**src/sv/sroiec_pkg.sv**
```systemverilog
// Shared constants and types of the spectrum ROI event counter.
`timescale 1ns / 1ps

package sroiec_pkg;

  // Regions held in hardware, and how many of them count
  localparam int MaxRegions = 3;
  localparam int NumRegions = 3;

  localparam int WordW    = 16;
  localparam int TagW     = 4;
  localparam int PayloadW = 12;
  localparam int KindW    = 2;
  localparam int PixelW   = 24;
  localparam int CountW   = 32;
  localparam int DataW    = 32;
  localparam int AddrW    = 5;
  localparam int RegIdxW  = 3;

  // Event tags
  localparam logic [TagW-1:0] TagCount = 4'd1;
  localparam logic [TagW-1:0] TagPixel = 4'd8;
  localparam logic [TagW-1:0] TagIndex = 4'd10;
  localparam logic [TagW-1:0] TagLine  = 4'd11;

  // Result kinds
  localparam logic [KindW-1:0] KindPixel = 2'd0;
  localparam logic [KindW-1:0] KindIndex = 2'd1;
  localparam logic [KindW-1:0] KindLine  = 2'd2;

  // Register indexes
  localparam logic [RegIdxW-1:0] RegRoi0First = 3'd0;
  localparam logic [RegIdxW-1:0] RegRoi0Last  = 3'd1;
  localparam logic [RegIdxW-1:0] RegRoi1First = 3'd2;
  localparam logic [RegIdxW-1:0] RegRoi1Last  = 3'd3;
  localparam logic [RegIdxW-1:0] RegRoi2First = 3'd4;
  localparam logic [RegIdxW-1:0] RegRoi2Last  = 3'd5;
  localparam logic [RegIdxW-1:0] RegScanWidth = 3'd6;
  localparam logic [RegIdxW-1:0] RegScanHeight = 3'd7;

  // Reset values of the registers
  localparam logic [PayloadW-1:0] RoiFirstRst = 12'd1;
  localparam logic [PayloadW-1:0] RoiLastRst  = 12'd0;
  localparam logic [PayloadW-1:0] ScanDimRst  = 12'd1;

  typedef logic [PayloadW-1:0] chan_t;
  typedef logic [CountW-1:0]   count_t;

endpackage

```
**src/sv/sroiec_evt_if.sv**
```systemverilog
// Event word stream channel.
`timescale 1ns / 1ps

interface sroiec_evt_if;
  import sroiec_pkg::*;

  logic             valid;
  logic             ready;
  logic [WordW-1:0] event_word;

  modport source (output valid, output event_word, input ready);
  modport sink   (input valid, input event_word, output ready);
endinterface

```
**src/sv/sroiec_res_if.sv**
```systemverilog
// Result stream channel.
`timescale 1ns / 1ps

interface sroiec_res_if;
  import sroiec_pkg::*;

  logic                valid;
  logic                ready;
  logic [KindW-1:0]    kind;
  logic [PixelW-1:0]   pixel_index;
  logic [CountW-1:0]   word_index;
  logic [PayloadW-1:0] marker_value;
  logic [CountW-1:0]   roi0_total;
  logic [CountW-1:0]   roi1_total;
  logic [CountW-1:0]   roi2_total;
  logic                scan_done;

  modport source (
    output valid, output kind, output pixel_index, output word_index,
    output marker_value, output roi0_total, output roi1_total, output roi2_total,
    output scan_done, input ready
  );
  modport sink (
    input valid, input kind, input pixel_index, input word_index,
    input marker_value, input roi0_total, input roi1_total, input roi2_total,
    input scan_done, output ready
  );
endinterface

```
**src/sv/spectrum_roi_event_counter_unit.sv**
```systemverilog
// Top level of the spectrum ROI event counter: register port, counters and result register.
`timescale 1ns / 1ps

//  channel   direction  handshake          payload
//  evt_i     in         valid / ready      event_word[15:0]
//  res_o     out        valid / ready      kind, pixel_index, word_index, marker_value,
//                                          roi0..2_total, scan_done
//  APB       in / out   psel, penable      paddr[4:2] register, pwdata / prdata 32 bit
//
//  One item per cycle sustained while the result side keeps taking results; a result is
//  valid once its item has passed the input register and then the result register.
//  The single stage between those registers sets the rate: decode, window compare
//  and a 32-bit increment per region and for the word count, 24-bit for the pixel count.
//  Reset clears counters, accumulators and valid flags and loads register defaults.
//  A stalled result holds the result register and the item behind it; the input
//  stays ready while the input register is empty or the result register is free
//  or being taken.
module spectrum_roi_event_counter_unit
  import sroiec_pkg::*;
(
  input  logic             clk_i,
  input  logic             rst_ni,
  sroiec_evt_if.sink       evt_i,
  sroiec_res_if.source     res_o,
  input  logic             psel,
  input  logic             penable,
  input  logic             pwrite,
  input  logic [AddrW-1:0] paddr,
  input  logic [DataW-1:0] pwdata,
  output logic [DataW-1:0] prdata,
  output logic             pready
);

  // Configuration registers
  chan_t               roi_first_q [MaxRegions];
  chan_t               roi_last_q  [MaxRegions];
  logic [PayloadW-1:0] scan_w_q, scan_h_q;
  logic [PixelW-1:0]   scan_total_q;

  logic               cfg_we;
  logic [RegIdxW-1:0] cfg_idx;
  chan_t              cfg_val;

  // Input stage
  logic             s1_valid_q;
  logic [WordW-1:0] s1_word_q;
  logic             s1_adv, fire;

  // Block state
  count_t            acc_q [MaxRegions];
  logic [PixelW-1:0] pix_cnt_q;
  count_t            word_cnt_q;

  // Item decode
  logic [TagW-1:0]     tag;
  chan_t               payload;
  logic                is_count, is_pixel, is_index, is_line, emit, done;
  logic [MaxRegions-1:0] hit;

  // Result register
  logic                out_valid_q;
  logic [KindW-1:0]    kind_q;
  logic [PixelW-1:0]   pix_idx_q;
  count_t              word_idx_q;
  chan_t               marker_q;
  count_t              total_q [MaxRegions];
  logic                done_q;

  // ---------------------------------------------------------------------------
  // Register port
  assign pready  = 1'b1;
  assign cfg_we  = psel & penable & pwrite;
  assign cfg_idx = paddr[4:2];
  assign cfg_val = pwdata[PayloadW-1:0];

  always_ff @(posedge clk_i or negedge rst_ni) begin
    if (!rst_ni) begin
      for (int r = 0; r < MaxRegions; r++) begin
        roi_first_q[r] <= RoiFirstRst;
        roi_last_q[r]  <= RoiLastRst;
      end
      scan_w_q <= ScanDimRst;
      scan_h_q <= ScanDimRst;
    end else if (cfg_we) begin
      unique case (cfg_idx)
        RegRoi0First:  roi_first_q[0] <= cfg_val;
        RegRoi0Last:   roi_last_q[0]  <= cfg_val;
        RegRoi1First:  roi_first_q[1] <= cfg_val;
        RegRoi1Last:   roi_last_q[1]  <= cfg_val;
        RegRoi2First:  roi_first_q[2] <= cfg_val;
        RegRoi2Last:   roi_last_q[2]  <= cfg_val;
        RegScanWidth:  scan_w_q       <= cfg_val;
        RegScanHeight: scan_h_q       <= cfg_val;
      endcase
    end
  end

  always_comb begin
    unique case (cfg_idx)
      RegRoi0First:  prdata = DataW'(roi_first_q[0]);
      RegRoi0Last:   prdata = DataW'(roi_last_q[0]);
      RegRoi1First:  prdata = DataW'(roi_first_q[1]);
      RegRoi1Last:   prdata = DataW'(roi_last_q[1]);
      RegRoi2First:  prdata = DataW'(roi_first_q[2]);
      RegRoi2Last:   prdata = DataW'(roi_last_q[2]);
      RegScanWidth:  prdata = DataW'(scan_w_q);
      RegScanHeight: prdata = DataW'(scan_h_q);
    endcase
  end

  // Scan size product, registered in the cycle after the dimension registers
  always_ff @(posedge clk_i or negedge rst_ni) begin
    if (!rst_ni) begin
      scan_total_q <= PixelW'(1);
    end else begin
      scan_total_q <= PixelW'({12'd0, scan_w_q} * {12'd0, scan_h_q});
    end
  end

  // ---------------------------------------------------------------------------
  // Input register: advance whenever the result register is free or being taken
  assign s1_adv      = ~out_valid_q | res_o.ready;
  assign evt_i.ready = ~s1_valid_q | s1_adv;
  assign fire        = s1_valid_q & s1_adv;

  always_ff @(posedge clk_i or negedge rst_ni) begin
    if (!rst_ni) begin
      s1_valid_q <= 1'b0;
    end else if (evt_i.ready) begin
      s1_valid_q <= evt_i.valid;
    end
  end

  always_ff @(posedge clk_i) begin
    if (evt_i.valid && evt_i.ready) begin
      s1_word_q <= evt_i.event_word;
    end
  end

  // ---------------------------------------------------------------------------
  // Decode and window compare
  assign tag      = s1_word_q[WordW-1:PayloadW];
  assign payload  = s1_word_q[PayloadW-1:0];
  assign is_count = (tag == TagCount);
  assign is_pixel = (tag == TagPixel);
  assign is_index = (tag == TagIndex);
  assign is_line  = (tag == TagLine);
  assign emit     = is_pixel | is_index | is_line;
  assign done     = is_line & (pix_cnt_q == scan_total_q);

  always_comb begin
    for (int r = 0; r < MaxRegions; r++) begin
      hit[r] = (r < NumRegions) && (payload >= roi_first_q[r]) && (payload <= roi_last_q[r]);
    end
  end

  // State update
  always_ff @(posedge clk_i or negedge rst_ni) begin
    if (!rst_ni) begin
      for (int r = 0; r < MaxRegions; r++) begin
        acc_q[r] <= '0;
      end
      pix_cnt_q  <= '0;
      word_cnt_q <= '0;
    end else if (fire) begin
      for (int r = 0; r < MaxRegions; r++) begin
        if (is_pixel) begin
          acc_q[r] <= '0;
        end else if (is_count && hit[r]) begin
          acc_q[r] <= acc_q[r] + 1'b1;
        end
      end
      if (done) begin
        pix_cnt_q  <= '0;
        word_cnt_q <= '0;
      end else begin
        word_cnt_q <= word_cnt_q + 1'b1;
        if (is_pixel) begin
          pix_cnt_q <= pix_cnt_q + 1'b1;
        end
      end
    end
  end

  // ---------------------------------------------------------------------------
  // Result register
  always_ff @(posedge clk_i or negedge rst_ni) begin
    if (!rst_ni) begin
      out_valid_q <= 1'b0;
    end else if (fire) begin
      out_valid_q <= emit;
    end else if (res_o.ready) begin
      out_valid_q <= 1'b0;
    end
  end

  always_ff @(posedge clk_i) begin
    if (fire && emit) begin
      kind_q     <= is_pixel ? KindPixel : (is_index ? KindIndex : KindLine);
      pix_idx_q  <= pix_cnt_q;
      word_idx_q <= word_cnt_q;
      marker_q   <= is_pixel ? '0 : payload;
      for (int r = 0; r < MaxRegions; r++) begin
        total_q[r] <= (is_pixel && r < NumRegions) ? acc_q[r] : '0;
      end
      done_q     <= done;
    end
  end

  assign res_o.valid        = out_valid_q;
  assign res_o.kind         = kind_q;
  assign res_o.pixel_index  = pix_idx_q;
  assign res_o.word_index   = word_idx_q;
  assign res_o.marker_value = marker_q;
  assign res_o.roi0_total   = total_q[0];
  assign res_o.roi1_total   = total_q[1];
  assign res_o.roi2_total   = total_q[2];
  assign res_o.scan_done    = done_q;

  // ---------------------------------------------------------------------------
  // Assertions
  a_done_only_on_line: assert property (@(posedge clk_i) disable iff (!rst_ni)
    res_o.valid && res_o.scan_done |-> res_o.kind == KindLine)
    else $error("scan_done on a result that is not a line break");

  a_acc_clear_on_pixel: assert property (@(posedge clk_i) disable iff (!rst_ni)
    fire && is_pixel |=> (acc_q[0] == '0) && (acc_q[1] == '0) && (acc_q[2] == '0))
    else $error("accumulators not cleared after pixel end");

  a_counters_clear_on_done: assert property (@(posedge clk_i) disable iff (!rst_ni)
    fire && done |=> (pix_cnt_q == '0) && (word_cnt_q == '0))
    else $error("counters not cleared at scan completion");

  a_no_overwrite: assert property (@(posedge clk_i) disable iff (!rst_ni)
    out_valid_q && !res_o.ready |=> out_valid_q && $stable(word_idx_q))
    else $error("pending result lost or overwritten");

  a_scan_total: assert property (@(posedge clk_i) disable iff (!rst_ni)
    $stable(scan_w_q) && $stable(scan_h_q) |=>
      scan_total_q == PixelW'({12'd0, $past(scan_w_q)} * {12'd0, $past(scan_h_q)}))
    else $error("scan size product out of step with dimensions");

endmodule
```
**src/flat_wrapper.sv**
```systemverilog
// flat-port wrapper written by rule: the top's interface ports become plain ports
module spectrum_roi_event_counter_unit_flat import sroiec_pkg::*;
  (clk_i, rst_ni, psel, penable, pwrite, paddr, pwdata, prdata, pready, evt_i_valid, evt_i_event_word, evt_i_ready, res_o_valid, res_o_kind, res_o_pixel_index, res_o_word_index, res_o_marker_value, res_o_roi0_total, res_o_roi1_total, res_o_roi2_total, res_o_scan_done, res_o_ready);
  sroiec_evt_if evt_i_i ();
  sroiec_res_if res_o_i ();
  input  logic clk_i;
  input  logic rst_ni;
  input  logic psel;
  input  logic penable;
  input  logic pwrite;
  input  logic [AddrW-1:0] paddr;
  input  logic [DataW-1:0] pwdata;
  output logic [DataW-1:0] prdata;
  output logic pready;
  input wire logic [$bits(evt_i_i.valid)-1:0] evt_i_valid;
  input wire logic [$bits(evt_i_i.event_word)-1:0] evt_i_event_word;
  output wire logic [$bits(evt_i_i.ready)-1:0] evt_i_ready;
  output wire logic [$bits(res_o_i.valid)-1:0] res_o_valid;
  output wire logic [$bits(res_o_i.kind)-1:0] res_o_kind;
  output wire logic [$bits(res_o_i.pixel_index)-1:0] res_o_pixel_index;
  output wire logic [$bits(res_o_i.word_index)-1:0] res_o_word_index;
  output wire logic [$bits(res_o_i.marker_value)-1:0] res_o_marker_value;
  output wire logic [$bits(res_o_i.roi0_total)-1:0] res_o_roi0_total;
  output wire logic [$bits(res_o_i.roi1_total)-1:0] res_o_roi1_total;
  output wire logic [$bits(res_o_i.roi2_total)-1:0] res_o_roi2_total;
  output wire logic [$bits(res_o_i.scan_done)-1:0] res_o_scan_done;
  input wire logic [$bits(res_o_i.ready)-1:0] res_o_ready;
  assign evt_i_i.valid = evt_i_valid;
  assign evt_i_i.event_word = evt_i_event_word;
  assign evt_i_ready = evt_i_i.ready;
  assign res_o_valid = res_o_i.valid;
  assign res_o_kind = res_o_i.kind;
  assign res_o_pixel_index = res_o_i.pixel_index;
  assign res_o_word_index = res_o_i.word_index;
  assign res_o_marker_value = res_o_i.marker_value;
  assign res_o_roi0_total = res_o_i.roi0_total;
  assign res_o_roi1_total = res_o_i.roi1_total;
  assign res_o_roi2_total = res_o_i.roi2_total;
  assign res_o_scan_done = res_o_i.scan_done;
  assign res_o_i.ready = res_o_ready;
  spectrum_roi_event_counter_unit u_core (.clk_i(clk_i), .rst_ni(rst_ni), .evt_i(evt_i_i), .res_o(res_o_i), .psel(psel), .penable(penable), .pwrite(pwrite), .paddr(paddr), .pwdata(pwdata), .prdata(prdata), .pready(pready));
endmodule
```
**config.mk**
```make
export PLATFORM = sky130hd
export DESIGN_NAME = spectrum_roi_event_counter_unit_flat
export DESIGN_NICKNAME = d
export VERILOG_FILES = /design/src/sv/sroiec_pkg.sv /design/src/sv/sroiec_evt_if.sv /design/src/sv/sroiec_res_if.sv /design/src/sv/spectrum_roi_event_counter_unit.sv /design/src/flat_wrapper.sv
export SDC_FILE = /design/constraint.sdc
export NUM_CORES = 1
export LEC_CHECK = 0
export BUFFER_PORTS_ARGS = -buffer_cell sky130_fd_sc_hd__buf_2
export CAP_MARGIN = 20
export CORE_AREA = 4 4 261 263
export DETAILED_ROUTE_END_ITERATION = 7
export DIE_AREA = 0 0 265 267
export GPL_ROUTABILITY_DRIVEN = 0
export PLACE_DENSITY = 0.64
export SLEW_MARGIN = 20
export SYNTH_ARGS = -nofsm -noshare
export SYNTH_HDL_FRONTEND = slang
export SYNTH_SLANG_ARGS = --single-unit
```
**constraint.sdc**
```tcl
create_clock -name clk_i -period 15.1 [get_ports clk_i]
set_clock_uncertainty 0.15 [all_clocks]
set_input_delay 3.02 -clock clk_i [delete_from_list [all_inputs] [get_ports clk_i]]
set_output_delay 3.02 -clock clk_i [all_outputs]
set_load 0.02 [all_outputs]
```
==> results of run 1 <==
[synth_stat cells, types with 30 or more instances]
cell,number,area share
nor2_1,147,0.021
a21oi_1,93,0.018
mux2_2,31,0.013
and3_1,33,0.0079
fa_1,100,0.077
and2_1,147,0.035
nand4_1,55,0.013
clkbuf_1,79,0.011
edfxtp_1,183,0.21
ha_1,139,0.067
nor3_1,30,0.0058
inv_1,251,0.036
xnor2_1,57,0.019
o21ai_0,158,0.030
nand3_1,71,0.014
nand2_1,304,0.044
dfrtp_1,268,0.26
xor2_1,38,0.013
[final cells by class]
type	count	share of cell area
sequential	457	0.417
multi-input combinational	1699	0.414
clock buffer	78	0.0502
timing repair buffer	240	0.0426
tap	864	0.0365
inverter	252	0.0319
clock inverter	20	0.00760
antenna	2	0.000169
[power groups by stage]
stage                     registers, mW  logic (mW)  clock network [mW]
after floorplan                    1.54       0.822                   0
after global placement             1.60        1.05                   0
after global routing               1.60        1.25                1.33
final                              1.58        1.08                1.25
after CTS                          1.58        1.09                1.28
after detailed placement           1.61        1.08                   0
[kinds of logic (layout without fill, tap and decap cells)]
| kind of cell | count (synthesis) | in the layout | share of synthesized area |
|---|---|---|---|
| xor gates and xnor gates | 95 | 95 | 0.0319 |
| adders and majority gates | 239 | 239 | 0.144 |
| buffers and inverters | 378 | 590 | 0.0590 |
| muxes | 61 | 61 | 0.0297 |
| AOI/OAI and AO/OA | 391 | 391 | 0.0906 |
| and+or+nand+nor | 892 | 892 | 0.170 |
| other | 2 | 23 | 0.000288 |
| DFF | 457 | 457 | 0.474 |
[state kept, by name (all words and copies together) (netlist names)]
| register | count |
|---|---|
| u_core.word_cnt_q | 32 |
| u_core.pix_cnt_q | 24 |
| u_core.scan_total_q | 24 |
| u_core.res_o.pixel_index | 24 |
| u_core.res_o.scan_done | 1 |
| u_core.res_o.valid | 1 |
| u_core.res_o.marker_value | 12 |
| u_core.res_o.kind | 2 |
| u_core.scan_w_q | 12 |
| u_core.roi_first_q | 36 |
| u_core.roi_last_q | 36 |
| u_core.total_q | 96 |
| u_core.res_o.word_index | 32 |
| u_core.s1_valid_q | 1 |
| u_core.scan_h_q | 12 |
| u_core.s1_word_q | 16 |
| u_core.acc_q | 96 |
[placed cells by master (no fill, tap or decap), types with 10 or more instances in the layout]
master	n
clkbuf_1	17
xor2_1	38
buf_2	218
fa_1	100
ha_1	139
nor3_1	30
nand4_1	55
and2_1	146
mux2i_1	20
a21oi_1	93
a31oi_1	22
xnor2_1	57
buf_4	21
nor2_1	145
or3_1	29
o21ai_0	157
inv_1	251
a21o_1	18
edfxtp_1	183
clkbuf_16	52
or4_1	10
nor4_1	13
dfrtp_1	268
and3_1	32
nand3_1	71
nand2_1	304
mux2_2	31
nand2b_1	12
conb_1	21
o31ai_1	12
mux4_2	10
[layer usage]
layer	global-route usage	routed length, um	vias to the layer above
li1	-	-	8927
met1	0.248	28300	9456
met2	0.315	32200	659
met3	0.0373	4780	143
met4	0.0555	1710	2
met5	0	13	-
[how the worst max path moves through the flow]
stage / cells after the start / to / from
after floorplan: 5 / u_core.res_o.valid / res_o_ready
after global placement: 8 / prdata[11] / paddr[2]
after detailed placement: 8 / prdata[11] / paddr[2]
after CTS: 8 / prdata[11] / paddr[2]
after global routing: 8 / prdata[11] / paddr[2]
final: 8 / prdata[11] / paddr[2]
==> flow_summary.toml, run 1 <==
[run]
max_cap_viol_count = 0

[global_routing]
grt_max_degree = 104
grt_pass1_wl_um = 108000
grt_usage = 0.188
overflow = 0
antenna_found_initial = 3
grt_pass1_vias = 19900

[clock_network]
cts_buffer_depth = 3
ctsRootBufferMaster = "clkbuf_16"
clk_latency_ns = 0.61
cts_tree = "built"
cts_setup_buffers = 0
ctsHoldBuffers = 0
ctsResizeCount = 0
clk_pin_slew_ns = 0.06
h-tree-depth = 2
clkSinkCount = 457
numCtsBuffers = 52

[final_layout]
nets = 3001
regArea_um2 = 12400
final.fill_count = 6133
finish.utilization = 0.452
syn_to_final_growth_pct = 13.8
fin_cells = 3612
layout-drive-gt1-share = 0.144
fin_area_um2 = 29600
multi_input_area_um2 = 12300

[timing]
hold_viol_final = 0
setup_viol = 0
max_slew_margin = 0.249
period_needed_ns = 8.57
holdWs_ns = 0.298
rsz0062_at_grt = "false"
fin_crit_sh = 0.568
setup_tns_ns = 0
worstMarginPinSlew_ns = 1.13
fin_ws_ns = 6.53
max_freq_mhz = 117
drv_slew = 0

[logic_synthesis]
ys_ff_latch = 457
synth_warnings = 0
ys.flop_type = "dfrtp_1"
synth-edff-count = 183
syn-instance-count = 2515
avgSynthCellArea_um2 = 10.4
synth_cell_type_count = 78
seq_area_frac_synth = 0.474
synth_area_um2 = 26100
ys_async_sr_fraction = 0.600

[worst_setup_path]
max_stage_delay_ns = 0.57
crit_buf_inv = 3
required_ns = 11.93
path_delay_family = "buffers and inverters"
timing.rr.start = "u_core.scan_w_q[7]"
arrival_ns = 5.40
reg2reg_depth = 17
path_class = "in2out"
critPathMaxFanout = 26
regToRegSetupSlack_ns = 9.28
cp_slowest_cell = "buf_2"
cp-end-kind = "output port"
r2r_end = "u_core.scan_total_q[21]"
start_kind = "primary input"
crit_chain = "buf_2 > inv_1 > o31ai_1 > nand2_1 > o21ai_0 > o21ai_0 > a21oi_1 > buf_2"

[pwr]
internal-power_mw = 2.61
p_sw_mw = 1.31
switching_share = 0.333
leakagePower_nw = 12.8
combPwrFrac = 0.276
sequentialPowerShare = 0.404
power.density_nw_per_um2 = 132
clkPwrFrac = 0.319
finalPower_mw = 3.92
ir_drop_mv = 0.0929

[drt]
drt_iter0_markers = 1453
via_per_inst = 5.31
remaining_drc_errors = 0
via_count = 19200
dr.pass1.iters = 5
wl_um = 67000
routedWlPerCell_um = 18.6
final_antenna_net_count = 0

[floorplan]
ios = 262
dieWidth_um = 265
rows = 94
die_y_um = 267
initial_core_util = 0.397
dieArea_um2 = 70800
placeableCoreArea_um2 = 65600

[worst_hold_path]
min_to = "u_core.acc_q[26]"
hp-start = "u_core.acc_q[26]"
hp-class = "reg2reg"
hold_depth = 1

[placement]
port_buffers = 218
placed_cell_area_um2 = 27900
dp.cells = 3511
place_ws_ns = 6.53
dpl.hpwl_um = 47400

[run_status]
outcome = "finished, final reports clean"
Note: power is estimated with default switching activity, not from simulation.
==> run 2: changes to the inputs <==
==> constraint.sdc (replaced) <==
create_clock -name clk_i -period 8.91 [get_ports clk_i]
set_clock_uncertainty 0.15 [all_clocks]
set_input_delay 1.782 -clock clk_i [delete_from_list [all_inputs] [get_ports clk_i]]
set_output_delay 1.782 -clock clk_i [all_outputs]
set_load 0.02 [all_outputs]
==> run 2 against run 1 <==
Effect of this change:
- global-route usage down 0.39 points
- worst hold slack improved by 0.0011 ns
- total power up 69%
- clock-buffer cell count fell by 6
- via count fell by 0.24%
- sequential power up 70%
- non-clock buffer count grew 1
==> flow_summary.toml, run 2 (synthesis gave the netlist of run 1 again) <==
[run_status]
outcome = "finished, final reports clean"

[clock_network]
clk_latency_ns = 0.61
ctsRootBufferMaster = "clkbuf_16"
clkSinkCount = 457
clk_pin_slew_ns = 0.06
ctsHoldBuffers = 0
numCtsBuffers = 51
h-tree-depth = 2
cts_buffer_depth = 3
cts_tree = "built"
cts_setup_buffers = 0
ctsResizeCount = 0

[global_routing]
grt_pass1_vias = 19300
grt_max_degree = 116
grt_pass1_wl_um = 105000
antenna_found_initial = 5
overflow = 0
grt_usage = 0.184

[timing]
max_freq_mhz = 163
worstMarginPinSlew_ns = 1.10
setup_viol = 0
fin_crit_sh = 0.687
period_needed_ns = 6.12
drv_slew = 0
fin_ws_ns = 2.79
setup_tns_ns = 0
hold_viol_final = 0
max_slew_margin = 0.270
rsz0062_at_grt = "false"

[drt]
wl_um = 65800
remaining_drc_errors = 0
final_antenna_net_count = 0
dr.pass1.iters = 7
drt_iter0_markers = 1559
via_per_inst = 5.30
via_count = 19100
routedWlPerCell_um = 18.2

[worst_setup_path]
crit_chain = "buf_2 > inv_1 > o31ai_1 > nand2_1 > o21ai_0 > o21ai_0 > a21oi_1 > buf_2"
arrival_ns = 4.19
required_ns = 6.98
path_class = "in2out"
cp-end-kind = "output port"
critPathMaxFanout = 26
path_delay_family = "buffers and inverters"
crit_buf_inv = 3
max_stage_delay_ns = 0.58
cp_slowest_cell = "buf_2"
start_kind = "primary input"

[final_layout]
multi_input_area_um2 = 12300
regArea_um2 = 12400
nets = 3001
layout-drive-gt1-share = 0.145
final_common_cell = "nand2_1"
final_cell_mix = "304 x nand2_1, 268 x dfrtp_1, 251 x inv_1"
reg_top3 = "u_core.acc_q x96, u_core.total_q x96"
syn_to_final_growth_pct = 13.8
final.fill_count = 6095

[floorplan]
die_y_um = 267
initial_core_util = 0.397
rows = 94
placeableCoreArea_um2 = 65600
ios = 262
dieArea_um2 = 70800
dieWidth_um = 265

[pwr]
leakagePower_nw = 12.8
ir_drop_mv = 0.186
power.density_nw_per_um2 = 224

[placement]
place_ws_ns = 2.81
dpl.hpwl_um = 46700
port_buffers = 218

[worst_hold_path]
hp-class = "reg2reg"

[run]
max_cap_viol_count = 0
## run 2: changes by cell type in the layout (fill, tap and decap cells not counted), sizes merged
cell      before  now
diode          2    3
inv          251  255
clkinvlp       1    3
buf          240  241
clkbuf        78   72
clkinv        17   14
bufinv         3    4
## run 2: layout make-up
type	instances	share of cell area
clock buffer	72	0.0487
timing repair buffer	241	0.0434
clock inverter	24	0.00890
inverter	252	0.0319
antenna	3	0.000253
multi-input combinational	1699	0.414
sequential	457	0.417
tap	864	0.0364
## run 2: worst register-to-register path: stages (launching register included)
cell	delay [ns]
dfrtp_1	0.73
nand2_1	0.18
fa_1	0.56
inv_1	0.05
fa_1	0.50
inv_1	0.05
fa_1	0.47
inv_1	0.05
fa_1	0.52
inv_1	0.05
fa_1	0.53
inv_1	0.04
ha_1	0.31
o21a_1	0.11
nor2_1	0.30
nor2_1	0.09
o21ai_0	0.16
a32oi_1	0.28
or4_1	0.46
nand4_1	0.12
## run 2: routing by layer
layer | GRT usage | part of all wire
met3 | 0.0350 | 0.064
met4 | 0.0498 | 0.024
met2 | 0.303 | 0.47
met1 | 0.250 | 0.44
met5 | 0 | 0.00032
## run 2: per-stage QoR
step / utilization / cell area [um2] / std cells / hold WS, ns / total power [mW]
6_report: 0.452 / 29700 / 3612 / 0.299 / 6.63
4_1_cts: 0.452 / 29700 / 3609 / 0.303 / 6.71
3_3_place_gp: 0.426 / 27900 / 3513 / 0.291 / 4.49
3_5_place_dp: 0.426 / 27900 / 3513 / 0.295 / 4.55
2_1_floorplan: - / 26100 / 2534 / 0.273 / 4.01
5_1_grt: 0.452 / 29700 / 3609 / 0.328 / 7.10
## run 2: path summary, 6_finish.rpt
check,start,to,slack (ns),depth (start not counted)
min in group asynchronous,rst_ni,u_core.acc_q[27],1.04,1
worst min register to register,u_core.acc_q[26],u_core.acc_q[26],0.30,1
worst min-delay path,u_core.acc_q[26],u_core.acc_q[26],0.30,1
worst max-delay path,paddr[2],prdata[11],2.79,8
worst max register to register,u_core.scan_w_q[5],u_core.scan_total_q[20],3.13,19
max in group asynchronous,rst_ni,u_core.scan_h_q[11],6.10,2
## run 2: report_power, final
group	switching [mW]	internal, mW	total (mW)
Clock	0.878	1.25	2.13
Combinational	1.07	0.752	1.82
Sequential	0.248	2.43	2.68
Total	2.20	4.43	6.63
